==> config.mk <==
export PLATFORM = sky130hd
export DESIGN_NAME = pattern_match_counter_flat
export DESIGN_NICKNAME = d
export VERILOG_FILES = /design/src/rtl/pmc_pkg.sv /design/src/rtl/pmc_if.sv /design/src/rtl/pmc_ram.sv /design/src/rtl/pmc_seq.sv /design/src/rtl/pattern_match_counter.sv /design/src/flat_wrapper.sv
export VERILOG_INCLUDE_DIRS = /design/src /design/src/rtl
export SDC_FILE = /design/constraint.sdc
export NUM_CORES = 1
export LEC_CHECK = 0
export ABC_AREA = 1
export BUFFER_PORTS_ARGS = -buffer_cell sky130_fd_sc_hd__buf_4
export CAP_MARGIN = 25
export CELL_PAD_IN_SITES_DETAIL_PLACEMENT = 0
export CELL_PAD_IN_SITES_GLOBAL_PLACEMENT = 2
export CORE_MARGIN = 3
export CORE_UTILIZATION = 42
export DETAILED_ROUTE_END_ITERATION = 12
export GPL_ROUTABILITY_DRIVEN = 0
export GPL_TIMING_DRIVEN = 0
export PLACE_DENSITY_LB_ADDON = 0.1
export SLEW_MARGIN = 20
export SYNTH_ARGS = -nofsm -noshare
export SYNTH_HDL_FRONTEND = slang
export SYNTH_SLANG_ARGS = --single-unit
==> constraint.sdc <==
create_clock -name clk_i -period 4.6 [get_ports clk_i]
set_input_delay 1.15 -clock clk_i [delete_from_list [all_inputs] [get_ports clk_i]]
set_output_delay 1.15 -clock clk_i [all_outputs]
set_load 0.01 [all_outputs]
==> src/rtl/pattern_match_counter_defines.svh <==
// assertion macros shared by the pattern match counter rtl
`ifndef PATTERN_MATCH_COUNTER_DEFINES_SVH
`define PATTERN_MATCH_COUNTER_DEFINES_SVH

// same-cycle implication, disabled while reset is asserted
`define PMC_ASSERT_IMPL(name, clk, rst_n, ante, cons) \
  name: assert property (@(posedge clk) disable iff (!rst_n) (ante) |-> (cons)) \
    else $error("pmc same-cycle check failed");

// next-cycle implication, disabled while reset is asserted
`define PMC_ASSERT_NEXT(name, clk, rst_n, ante, cons) \
  name: assert property (@(posedge clk) disable iff (!rst_n) (ante) |=> (cons)) \
    else $error("pmc next-cycle check failed");

`endif

==> src/rtl/pmc_pkg.sv <==
// shared types and constants of the pattern match counter
`timescale 1ns / 1ps
`default_nettype none

package pmc_pkg;

  localparam int unsigned OP_W      = 2;
  localparam int unsigned SYM_W     = 8;
  localparam int unsigned OUT_CNT_W = 32;

  typedef enum logic [OP_W-1:0] {
    OP_LOAD  = 2'd0,
    OP_TEXT  = 2'd1,
    OP_CLEAR = 2'd2
  } op_e;

  typedef struct packed {
    logic                 match;
    logic [OUT_CNT_W-1:0] count;
    logic                 dropped;
  } res_t;

endpackage

`default_nettype wire

==> src/rtl/pmc_if.sv <==
// valid/ready channel interfaces for input and result items
`timescale 1ns / 1ps
`default_nettype none

interface pmc_in_if
  import pmc_pkg::*;
();
  logic             valid;
  logic             ready;
  logic [OP_W-1:0]  operation;
  logic [SYM_W-1:0] symbol;

  modport source (output valid, output operation, output symbol, input ready);
  modport sink   (input valid, input operation, input symbol, output ready);
endinterface

interface pmc_out_if
  import pmc_pkg::*;
();
  logic                 valid;
  logic                 ready;
  logic                 match;
  logic [OUT_CNT_W-1:0] match_count;
  logic                 dropped;

  modport source (output valid, output match, output match_count, output dropped,
                  input ready);
  modport sink   (input valid, input match, input match_count, input dropped,
                  output ready);
endinterface

`default_nettype wire

==> src/rtl/pmc_ram.sv <==
// simple dual-port memory, one write and one registered read per cycle
`timescale 1ns / 1ps
`default_nettype none

module pmc_ram #(
  parameter int unsigned DEPTH = 32,
  parameter int unsigned WIDTH = 8,
  parameter int unsigned AW    = 5
) (
  input  wire logic             clk_i,
  input  wire logic             we_i,
  input  wire logic [AW-1:0]    waddr_i,
  input  wire logic [WIDTH-1:0] wdata_i,
  input  wire logic [AW-1:0]    raddr_i,
  output logic      [WIDTH-1:0] rdata_o
);

  logic [WIDTH-1:0] mem_q [DEPTH];
  logic [WIDTH-1:0] rdata_q;

  always_ff @(posedge clk_i) begin
    if (we_i) begin
      mem_q[waddr_i] <= wdata_i;
    end
    rdata_q <= mem_q[raddr_i];
  end

  assign rdata_o = rdata_q;

endmodule

`default_nettype wire

==> src/rtl/pmc_seq.sv <==
// sequencer: prefix-function walk with one shared byte compare per cycle
`timescale 1ns / 1ps
`default_nettype none
`include "pattern_match_counter_defines.svh"

module pmc_seq
  import pmc_pkg::*;
#(
  parameter int unsigned MAX_PATTERN = 32,
  parameter int unsigned COUNT_BITS  = 32,
  parameter int unsigned LW          = 5,
  parameter int unsigned LENW        = 6
) (
  input  wire logic             clk_i,
  input  wire logic             rst_ni,
  input  wire logic             in_valid_i,
  output logic                  in_ready_o,
  input  wire logic [OP_W-1:0]  in_op_i,
  input  wire logic [SYM_W-1:0] in_sym_i,
  output logic                  pat_we_o,
  output logic      [LW-1:0]    pat_waddr_o,
  output logic      [SYM_W-1:0] pat_wdata_o,
  output logic      [LW-1:0]    pat_raddr_o,
  input  wire logic [SYM_W-1:0] pat_rdata_i,
  output logic                  fail_we_o,
  output logic      [LW-1:0]    fail_waddr_o,
  output logic      [LW-1:0]    fail_wdata_o,
  output logic      [LW-1:0]    fail_raddr_o,
  input  wire logic [LW-1:0]    fail_rdata_i,
  output logic                  res_valid_o,
  input  wire logic             res_ready_i,
  output res_t                  res_o
);

  typedef enum logic [4:0] {
    S_IDLE = 5'b00001,
    S_LINK = 5'b00010,
    S_CMP  = 5'b00100,
    S_TAIL = 5'b01000,
    S_RESP = 5'b10000
  } state_e;

  state_e                state_q, state_d;
  logic [OP_W-1:0]       op_q, op_d;
  logic [SYM_W-1:0]      sym_q, sym_d;
  logic [LENW-1:0]       len_q, len_d;
  logic [LW-1:0]         ms_q, ms_d;
  logic [LW-1:0]         k_q, k_d;
  logic [COUNT_BITS-1:0] cnt_q, cnt_d;
  logic                  match_q, match_d;
  logic                  dropped_q, dropped_d;

  logic [LW-1:0]   k_nxt;
  logic            tail_rd;
  logic            cmp_hit;
  logic [LENW-1:0] k_new;
  logic [LENW-1:0] len_m1;

  assign cmp_hit    = (pat_rdata_i == sym_q);
  assign len_m1     = len_q - LENW'(1);
  assign in_ready_o = (state_q == S_IDLE);

  always_comb begin
    state_d      = state_q;
    op_d         = op_q;
    sym_d        = sym_q;
    len_d        = len_q;
    ms_d         = ms_q;
    k_d          = k_q;
    cnt_d        = cnt_q;
    match_d      = match_q;
    dropped_d    = dropped_q;
    k_nxt        = k_q;
    tail_rd      = 1'b0;
    k_new        = '0;
    pat_we_o     = 1'b0;
    fail_we_o    = 1'b0;
    pat_wdata_o  = sym_q;
    fail_wdata_o = '0;
    res_valid_o  = 1'b0;

    unique case (state_q)
      S_IDLE: begin
        k_nxt = ms_q;
        if (in_valid_i) begin
          op_d      = in_op_i;
          sym_d     = in_sym_i;
          match_d   = 1'b0;
          dropped_d = 1'b0;
          state_d   = S_RESP;
          if (in_op_i == OP_LOAD) begin
            // fetch the link of the last stored position
            tail_rd = 1'b1;
            if (len_q == LENW'(MAX_PATTERN)) begin
              dropped_d = 1'b1;
            end else if (len_q == '0) begin
              pat_we_o     = 1'b1;
              fail_we_o    = 1'b1;
              pat_wdata_o  = in_sym_i;
              fail_wdata_o = '0;
              len_d        = len_q + LENW'(1);
              ms_d         = '0;
            end else begin
              state_d = S_LINK;
            end
          end else if (in_op_i == OP_TEXT) begin
            if (len_q != '0) begin
              k_d     = ms_q;
              state_d = S_CMP;
            end
          end else if (in_op_i == OP_CLEAR) begin
            len_d = '0;
            ms_d  = '0;
            cnt_d = '0;
          end
        end
      end
      S_LINK: begin
        k_nxt   = fail_rdata_i;
        k_d     = fail_rdata_i;
        state_d = S_CMP;
      end
      S_CMP: begin
        if (!cmp_hit && (k_q != '0)) begin
          // mismatch: follow the failure link and compare again
          k_nxt = fail_rdata_i;
          k_d   = fail_rdata_i;
        end else begin
          k_new = cmp_hit ? (LENW'(k_q) + LENW'(1)) : '0;
          if (op_q == OP_LOAD) begin
            pat_we_o     = 1'b1;
            fail_we_o    = 1'b1;
            fail_wdata_o = k_new[LW-1:0];
            len_d        = len_q + LENW'(1);
            ms_d         = '0;
            state_d      = S_RESP;
          end else if (k_new == len_q) begin
            match_d = 1'b1;
            if (cnt_q != '1) begin
              cnt_d = cnt_q + COUNT_BITS'(1);
            end
            tail_rd = 1'b1;
            state_d = S_TAIL;
          end else begin
            ms_d    = k_new[LW-1:0];
            state_d = S_RESP;
          end
        end
      end
      S_TAIL: begin
        // full occurrence: resume from the link of the last position
        ms_d    = fail_rdata_i;
        state_d = S_RESP;
      end
      S_RESP: begin
        res_valid_o = 1'b1;
        if (res_ready_i) begin
          state_d = S_IDLE;
        end
      end
      default: begin
        state_d = S_IDLE;
      end
    endcase
  end

  assign pat_waddr_o  = len_q[LW-1:0];
  assign fail_waddr_o = len_q[LW-1:0];
  assign pat_raddr_o  = k_nxt;
  assign fail_raddr_o = tail_rd ? len_m1[LW-1:0] : (k_nxt - LW'(1));

  assign res_o = '{match: match_q, count: OUT_CNT_W'(cnt_q), dropped: dropped_q};

  always_ff @(posedge clk_i or negedge rst_ni) begin
    if (!rst_ni) begin
      state_q   <= S_IDLE;
      len_q     <= '0;
      ms_q      <= '0;
      cnt_q     <= '0;
      match_q   <= 1'b0;
      dropped_q <= 1'b0;
    end else begin
      state_q   <= state_d;
      len_q     <= len_d;
      ms_q      <= ms_d;
      cnt_q     <= cnt_d;
      match_q   <= match_d;
      dropped_q <= dropped_d;
    end
  end

  always_ff @(posedge clk_i) begin
    op_q  <= op_d;
    sym_q <= sym_d;
    k_q   <= k_d;
  end

  `PMC_ASSERT_IMPL(a_len_bound, clk_i, rst_ni, 1'b1, len_q <= LENW'(MAX_PATTERN))
  `PMC_ASSERT_IMPL(a_ms_below_len, clk_i, rst_ni, len_q != '0, LENW'(ms_q) < len_q)
  `PMC_ASSERT_IMPL(a_k_below_len, clk_i, rst_ni, state_q == S_CMP, LENW'(k_q) < len_q)
  `PMC_ASSERT_NEXT(a_clear_zeroes, clk_i, rst_ni, in_valid_i && in_ready_o && in_op_i == OP_CLEAR, cnt_q == '0 && len_q == '0)

endmodule

`default_nettype wire

==> src/rtl/pattern_match_counter.sv <==
// Pattern match counter: counts overlapping occurrences of a loaded pattern in a
// byte stream using the prefix (failure) function. Items carry an operation (load
// pattern byte, text byte, clear) and a byte; each item yields one result with the
// match flag, the saturating count since the last clear and the dropped flag. The
// block takes one item at a time. Clear, an unused operation code, a dropped
// load, the first pattern byte and a text byte with no pattern loaded go from
// accept straight to the result. Other loads and text bytes run a compare loop
// over the pattern and failure-table memories, one byte compare and one failure
// link per cycle. A load first fetches the link of the last stored position; a
// completed occurrence adds a fetch of the link to resume from. Each loop compares
// 1 up to the pattern length positions. A result waiting in the output register
// does not hold off the next item until that item's own result is ready.
`timescale 1ns / 1ps
`default_nettype none

module pattern_match_counter
  import pmc_pkg::*;
#(
  parameter int unsigned MAX_PATTERN = 32,
  parameter int unsigned COUNT_BITS  = 32
) (
  input  wire logic clk_i,
  input  wire logic rst_ni,
  pmc_in_if.sink    in_i,
  pmc_out_if.source out_o
);

  localparam int unsigned LW   = (MAX_PATTERN > 1) ? $clog2(MAX_PATTERN) : 1;
  localparam int unsigned LENW = $clog2(MAX_PATTERN + 1);

  logic             pat_we;
  logic [LW-1:0]    pat_waddr;
  logic [SYM_W-1:0] pat_wdata;
  logic [LW-1:0]    pat_raddr;
  logic [SYM_W-1:0] pat_rdata;
  logic             fail_we;
  logic [LW-1:0]    fail_waddr;
  logic [LW-1:0]    fail_wdata;
  logic [LW-1:0]    fail_raddr;
  logic [LW-1:0]    fail_rdata;
  logic             res_valid;
  logic             res_ready;
  res_t             res;

  logic                 out_valid_q;
  logic                 out_match_q;
  logic [OUT_CNT_W-1:0] out_count_q;
  logic                 out_dropped_q;

  pmc_ram #(
    .DEPTH (MAX_PATTERN),
    .WIDTH (SYM_W),
    .AW    (LW)
  ) u_pat_ram (
    .clk_i   (clk_i),
    .we_i    (pat_we),
    .waddr_i (pat_waddr),
    .wdata_i (pat_wdata),
    .raddr_i (pat_raddr),
    .rdata_o (pat_rdata)
  );

  pmc_ram #(
    .DEPTH (MAX_PATTERN),
    .WIDTH (LW),
    .AW    (LW)
  ) u_fail_ram (
    .clk_i   (clk_i),
    .we_i    (fail_we),
    .waddr_i (fail_waddr),
    .wdata_i (fail_wdata),
    .raddr_i (fail_raddr),
    .rdata_o (fail_rdata)
  );

  pmc_seq #(
    .MAX_PATTERN (MAX_PATTERN),
    .COUNT_BITS  (COUNT_BITS),
    .LW          (LW),
    .LENW        (LENW)
  ) u_seq (
    .clk_i        (clk_i),
    .rst_ni       (rst_ni),
    .in_valid_i   (in_i.valid),
    .in_ready_o   (in_i.ready),
    .in_op_i      (in_i.operation),
    .in_sym_i     (in_i.symbol),
    .pat_we_o     (pat_we),
    .pat_waddr_o  (pat_waddr),
    .pat_wdata_o  (pat_wdata),
    .pat_raddr_o  (pat_raddr),
    .pat_rdata_i  (pat_rdata),
    .fail_we_o    (fail_we),
    .fail_waddr_o (fail_waddr),
    .fail_wdata_o (fail_wdata),
    .fail_raddr_o (fail_raddr),
    .fail_rdata_i (fail_rdata),
    .res_valid_o  (res_valid),
    .res_ready_i  (res_ready),
    .res_o        (res)
  );

  // output register takes a result while empty or while the sink takes the held one
  assign res_ready = !out_valid_q || out_o.ready;

  always_ff @(posedge clk_i or negedge rst_ni) begin
    if (!rst_ni) begin
      out_valid_q <= 1'b0;
    end else if (res_ready) begin
      out_valid_q <= res_valid;
    end
  end

  always_ff @(posedge clk_i) begin
    if (res_ready && res_valid) begin
      out_match_q   <= res.match;
      out_count_q   <= res.count;
      out_dropped_q <= res.dropped;
    end
  end

  assign out_o.valid       = out_valid_q;
  assign out_o.match       = out_match_q;
  assign out_o.match_count = out_count_q;
  assign out_o.dropped     = out_dropped_q;

endmodule

`default_nettype wire

==> src/flat_wrapper.sv <==
// flat-port wrapper written by rule: the top's interface ports become plain ports
module pattern_match_counter_flat import pmc_pkg::*;
#(
  parameter int unsigned MAX_PATTERN = 32,
  parameter int unsigned COUNT_BITS  = 32
)
  (clk_i, rst_ni, in_i_valid, in_i_operation, in_i_symbol, in_i_ready, out_o_valid, out_o_match, out_o_match_count, out_o_dropped, out_o_ready);
  pmc_in_if in_i_i ();
  pmc_out_if out_o_i ();
  input  wire logic clk_i;
  input  wire logic rst_ni;
  input wire logic [$bits(in_i_i.valid)-1:0] in_i_valid;
  input wire logic [$bits(in_i_i.operation)-1:0] in_i_operation;
  input wire logic [$bits(in_i_i.symbol)-1:0] in_i_symbol;
  output wire logic [$bits(in_i_i.ready)-1:0] in_i_ready;
  output wire logic [$bits(out_o_i.valid)-1:0] out_o_valid;
  output wire logic [$bits(out_o_i.match)-1:0] out_o_match;
  output wire logic [$bits(out_o_i.match_count)-1:0] out_o_match_count;
  output wire logic [$bits(out_o_i.dropped)-1:0] out_o_dropped;
  input wire logic [$bits(out_o_i.ready)-1:0] out_o_ready;
  assign in_i_i.valid = in_i_valid;
  assign in_i_i.operation = in_i_operation;
  assign in_i_i.symbol = in_i_symbol;
  assign in_i_ready = in_i_i.ready;
  assign out_o_valid = out_o_i.valid;
  assign out_o_match = out_o_i.match;
  assign out_o_match_count = out_o_i.match_count;
  assign out_o_dropped = out_o_i.dropped;
  assign out_o_i.ready = out_o_ready;
  pattern_match_counter #(.MAX_PATTERN(MAX_PATTERN), .COUNT_BITS(COUNT_BITS)) u_core (.clk_i(clk_i), .rst_ni(rst_ni), .in_i(in_i_i), .out_o(out_o_i));
endmodule
==> out/metrics.yaml <==
job:
  drv_cap: 0
critical_path:
  endpoint_kind: "register"
  cpMaxStageDelayCell: "nor2_2"
  path_max_fanout: 10
  slowest_delay_ns: 0.58
  critPathKind: "register to register"
  crit_required_ns: 4.94
  crit_chain: "nor2_2 -> nand4_1 -> inv_2 -> buf_2 -> nor2_1 -> nor4_2 -> inv_1 -> nor2_1 -> nand2_1 -> nor2_2 -> buf_8"
  start_kind: "register"
  crit_arrival_ns: 4.67
route:
  drt-pass1-iter-count: 8
  routed_wirelength_mm: 67.3
  drtAntennaViolNets: 0
  drtIter0Drc: 1394
  viasPerCell: 5.38
  via_count: 15800
  wire_per_inst_um: 22.9
  drc: 0
global_route:
  grt_use_met3_pct: 3.93
  grt_max_degree: 52
  track_usage_pct: 24.0
  grt_pass1_vias: 15500
  use_met1_pct: 33.5
  gr-total-overflow: 0
  antenna_found_initial: 2
  top_usage_layer: "met2"
  use_met2_pct: 39.0
  grt_pass1_wl_mm: 100
final_layout:
  area_delta_synth_final_pct: 17.5
  final_util_pct: 50.2
  drive_gt1_share_pct: 14.2
  final_common_cell: "nand2_1"
  most-common-layout-cells: "657 x nand2_1, 465 x edfxtp_1, 105 x nor2_1"
  nNetsFinal: 2218
  stdcell_area_mm2: 0.0266
  finalNonFillerCells: 2934
timing:
  fmax_mhz: 231
  finalMaxSlewViolations: 0
  finalSetupTns_ns: 0
  tightestPinTransition_ns: 0.846
  final-setup-viol-count: 0
  max-slew-margin-rel_pct: 43.1
  clock_skew_ns: 0.0431
  rsz0062_at_grt: "true"
  hold_viol: 0
  min_period_ns: 4.33
  period_share_pct: 94.2
run_status:
  status: "completed"
floorplan:
  ios: 50
  die-area_mm2: 0.0566
  core_area_mm2: 0.0529
  die_h_um: 238
  initial_core_util_pct: 42.7
  die_w_um: 238
  rows: 84
clock_network:
  htreeDepth: 2
  root_buffer: "clkbuf_16"
  clk_pin_slew_ns: 0.06
  cts_tree: "done"
  clk_latency_ns: 0.65
  clkSinkCount: 529
  numCtsBuffers: 57
  cts.path.max_buffers: 3
worst_hold_path:
  worstHoldPathType: "register to register"
logic_synthesis:
  synth-main-ff-cell: "edfxtp_1"
  yosysWarnings: 0
  ys_ff_latch: 529
  synth_cells: 2056
  netlist_area_mm2: 0.0226
  syn_avg_cell_area_um2: 11.0
  yosys.area.top_type_share_pct: 61.8
  synth_edf_count: 465
  yosys.area.top_type: "edfxtp_1"
  synth_cell_types: 51
  seq_area_frac_synth_pct: 68.6
  synth_nets: 2077
  async_flop_share_pct: 9.64
  synth_area_leaders: "edfxtp_1 62%, nand2_1 11%, dfrtp_1 5.5%"
power:
  intPower_mw: 10.7
  totalPowerFinal_mw: 19.9
  power.switching_mw: 9.16
  powerDensity_mw_per_mm2: 749
  p_sw_share_pct: 46.1
  clockPowerShare_pct: 22.7
  comb_power_share_pct: 48.0
  p_leak_nw: 9.83
  p_seq_share_pct: 29.3
  max-vdd-ir-drop_mv: 0.438
placed_design:
  io_buffers: 49
  placedCellCount: 2825
  dpl.hpwl_mm: 47.7
  placed_cell_area_mm2: 0.0246
==> synth_stat cells, types with 3 or more instances <==
cell type / instances
o311ai_1: 5
buf_4: 8
nor2_2: 5
clkbuf_1: 52
nand2_2: 9
ha_1: 7
a21oi_1: 90
inv_1: 96
edfxtp_1: 465
nand2_1: 657
nand4_1: 10
o22ai_1: 3
dfxtp_1: 13
o21ai_0: 72
buf_2: 24
a22oi_1: 4
xor2_1: 11
o31ai_1: 10
o21ai_1: 15
nor4_1: 13
nand3_1: 103
a211oi_1: 5
o211ai_1: 58
nor3_1: 27
nor2_1: 144
a31oi_1: 9
nor3b_1: 3
o311ai_0: 19
dfrtp_1: 50
or2_2: 32
inv_2: 9
==> power by group through the flow <==
| stage | Combinational [mW] | Clock [mW] | Sequential (mW) |
|---|---|---|---|
| finish | 9.55 | 4.51 | 5.82 |
| global route | 10.4 | 4.77 | 5.84 |
| CTS | 9.42 | 4.59 | 5.82 |
| detailed placement | 9.39 | 0 | 5.92 |
| global placement | 9.17 | 0 | 5.95 |
| floorplan | 5.38 | 0 | 5.92 |
==> metrics by stage <==
| stage | setup slack (ns) | hold slack [ns] |
|---|---|---|
| floorplan | 0.976 | 0.419 |
| global placement | -1.83 | 0.428 |
| detailed placement | 0.0145 | 0.433 |
| CTS | 0.00461 | 0.444 |
| global route | -0.0469 | 0.457 |
| finish | 0.268 | 0.438 |
==> worst paths after layout <==
check | startpoint | endpoint | slack, ns | cells past startpoint
setup / recovery | u_core.u_seq.state_q[1] | u_core.u_pat_ram.mem_q[19][1] | 0.27 | 11
hold reg to reg | u_core.u_seq.match_q | u_core.out_o.match | 0.44 | 0
setup reg to reg | u_core.u_seq.state_q[1] | u_core.u_pat_ram.mem_q[19][1] | 0.27 | 11
max in group asynchronous | rst_ni | u_core.u_seq.len_q[4] | 3.56 | 1
min in group asynchronous | rst_ni | u_core.u_seq.cnt_q[3] | 0.57 | 1
hold / removal | u_core.u_seq.match_q | u_core.out_o.match | 0.44 | 0
==> cells by family after synthesis <==
family / Yosys count / synth area share, %
AOI/OAI and AO/OA: 295 / 7.93
xor gates and xnor gates: 15 / 0.648
DFF: 529 / 68.6
and+or+nand+nor: 1017 / 18.9
buffers and inverters: 193 / 3.51
adders and majority gates: 7 / 0.388
==> flip-flops by register name, indices dropped and copies added, names as in the netlist <==
| signal | count |
|---|---|
| u_core.u_pat_ram.mem_q | 256 |
| u_core.u_fail_ram.mem_q | 160 |
| u_core.out_o.match_count | 32 |
| u_core.u_seq.cnt_q | 32 |
| u_core.u_pat_ram.rdata_o | 8 |
| u_core.u_seq.sym_q | 8 |
| u_core.u_seq.len_q | 6 |
| u_core.u_fail_ram.rdata_o | 5 |
| u_core.u_seq.k_q | 5 |
| u_core.u_seq.ms_q | 5 |
| u_core.u_seq.state_q | 5 |
| u_core.u_seq.op_q | 2 |
| u_core.out_o.dropped | 1 |
| u_core.out_o.match | 1 |
| u_core.out_o.valid | 1 |
| u_core.u_seq.dropped_q | 1 |
| u_core.u_seq.match_q | 1 |
==> layer usage <==
| metal | up-vias | wire length (µm) |
|---|---|---|
| met5 | - | 0 |
| li1 | 7464 | - |
| met4 | 0 | 1780 |
| met3 | 112 | 4120 |
| met1 | 7723 | 30100 |
| met2 | 472 | 31300 |
==> area by class of cell <==
cell class                      instances  area [µm²]
Fill cell                            4737       26300
Sequential cell                       529       15500
Multi-Input combinational cell       1334        6580
Clock buffer                           65        1460
Timing Repair Buffer                   82         972
Tap cell                              688         861
Inverter                              106         398
Buffer                                 87         397
Clock inverter                         40         383
Antenna cell                            3        7.51
==> timing repair <==
item                       4_1_cts  5_1_grt
hold buffers                     0        0
setup endpoints to repair        0      353
gates resized for setup          0       19
setup buffers                    0        0
==> worst max-delay path, delay by kind of cell, from the launching register on <==
family	cells	cell delay (ns)
flops	1	0.38
simple gates	7	2.67
buf+inv	4	0.98
Power figures use the tool's default switching activity.
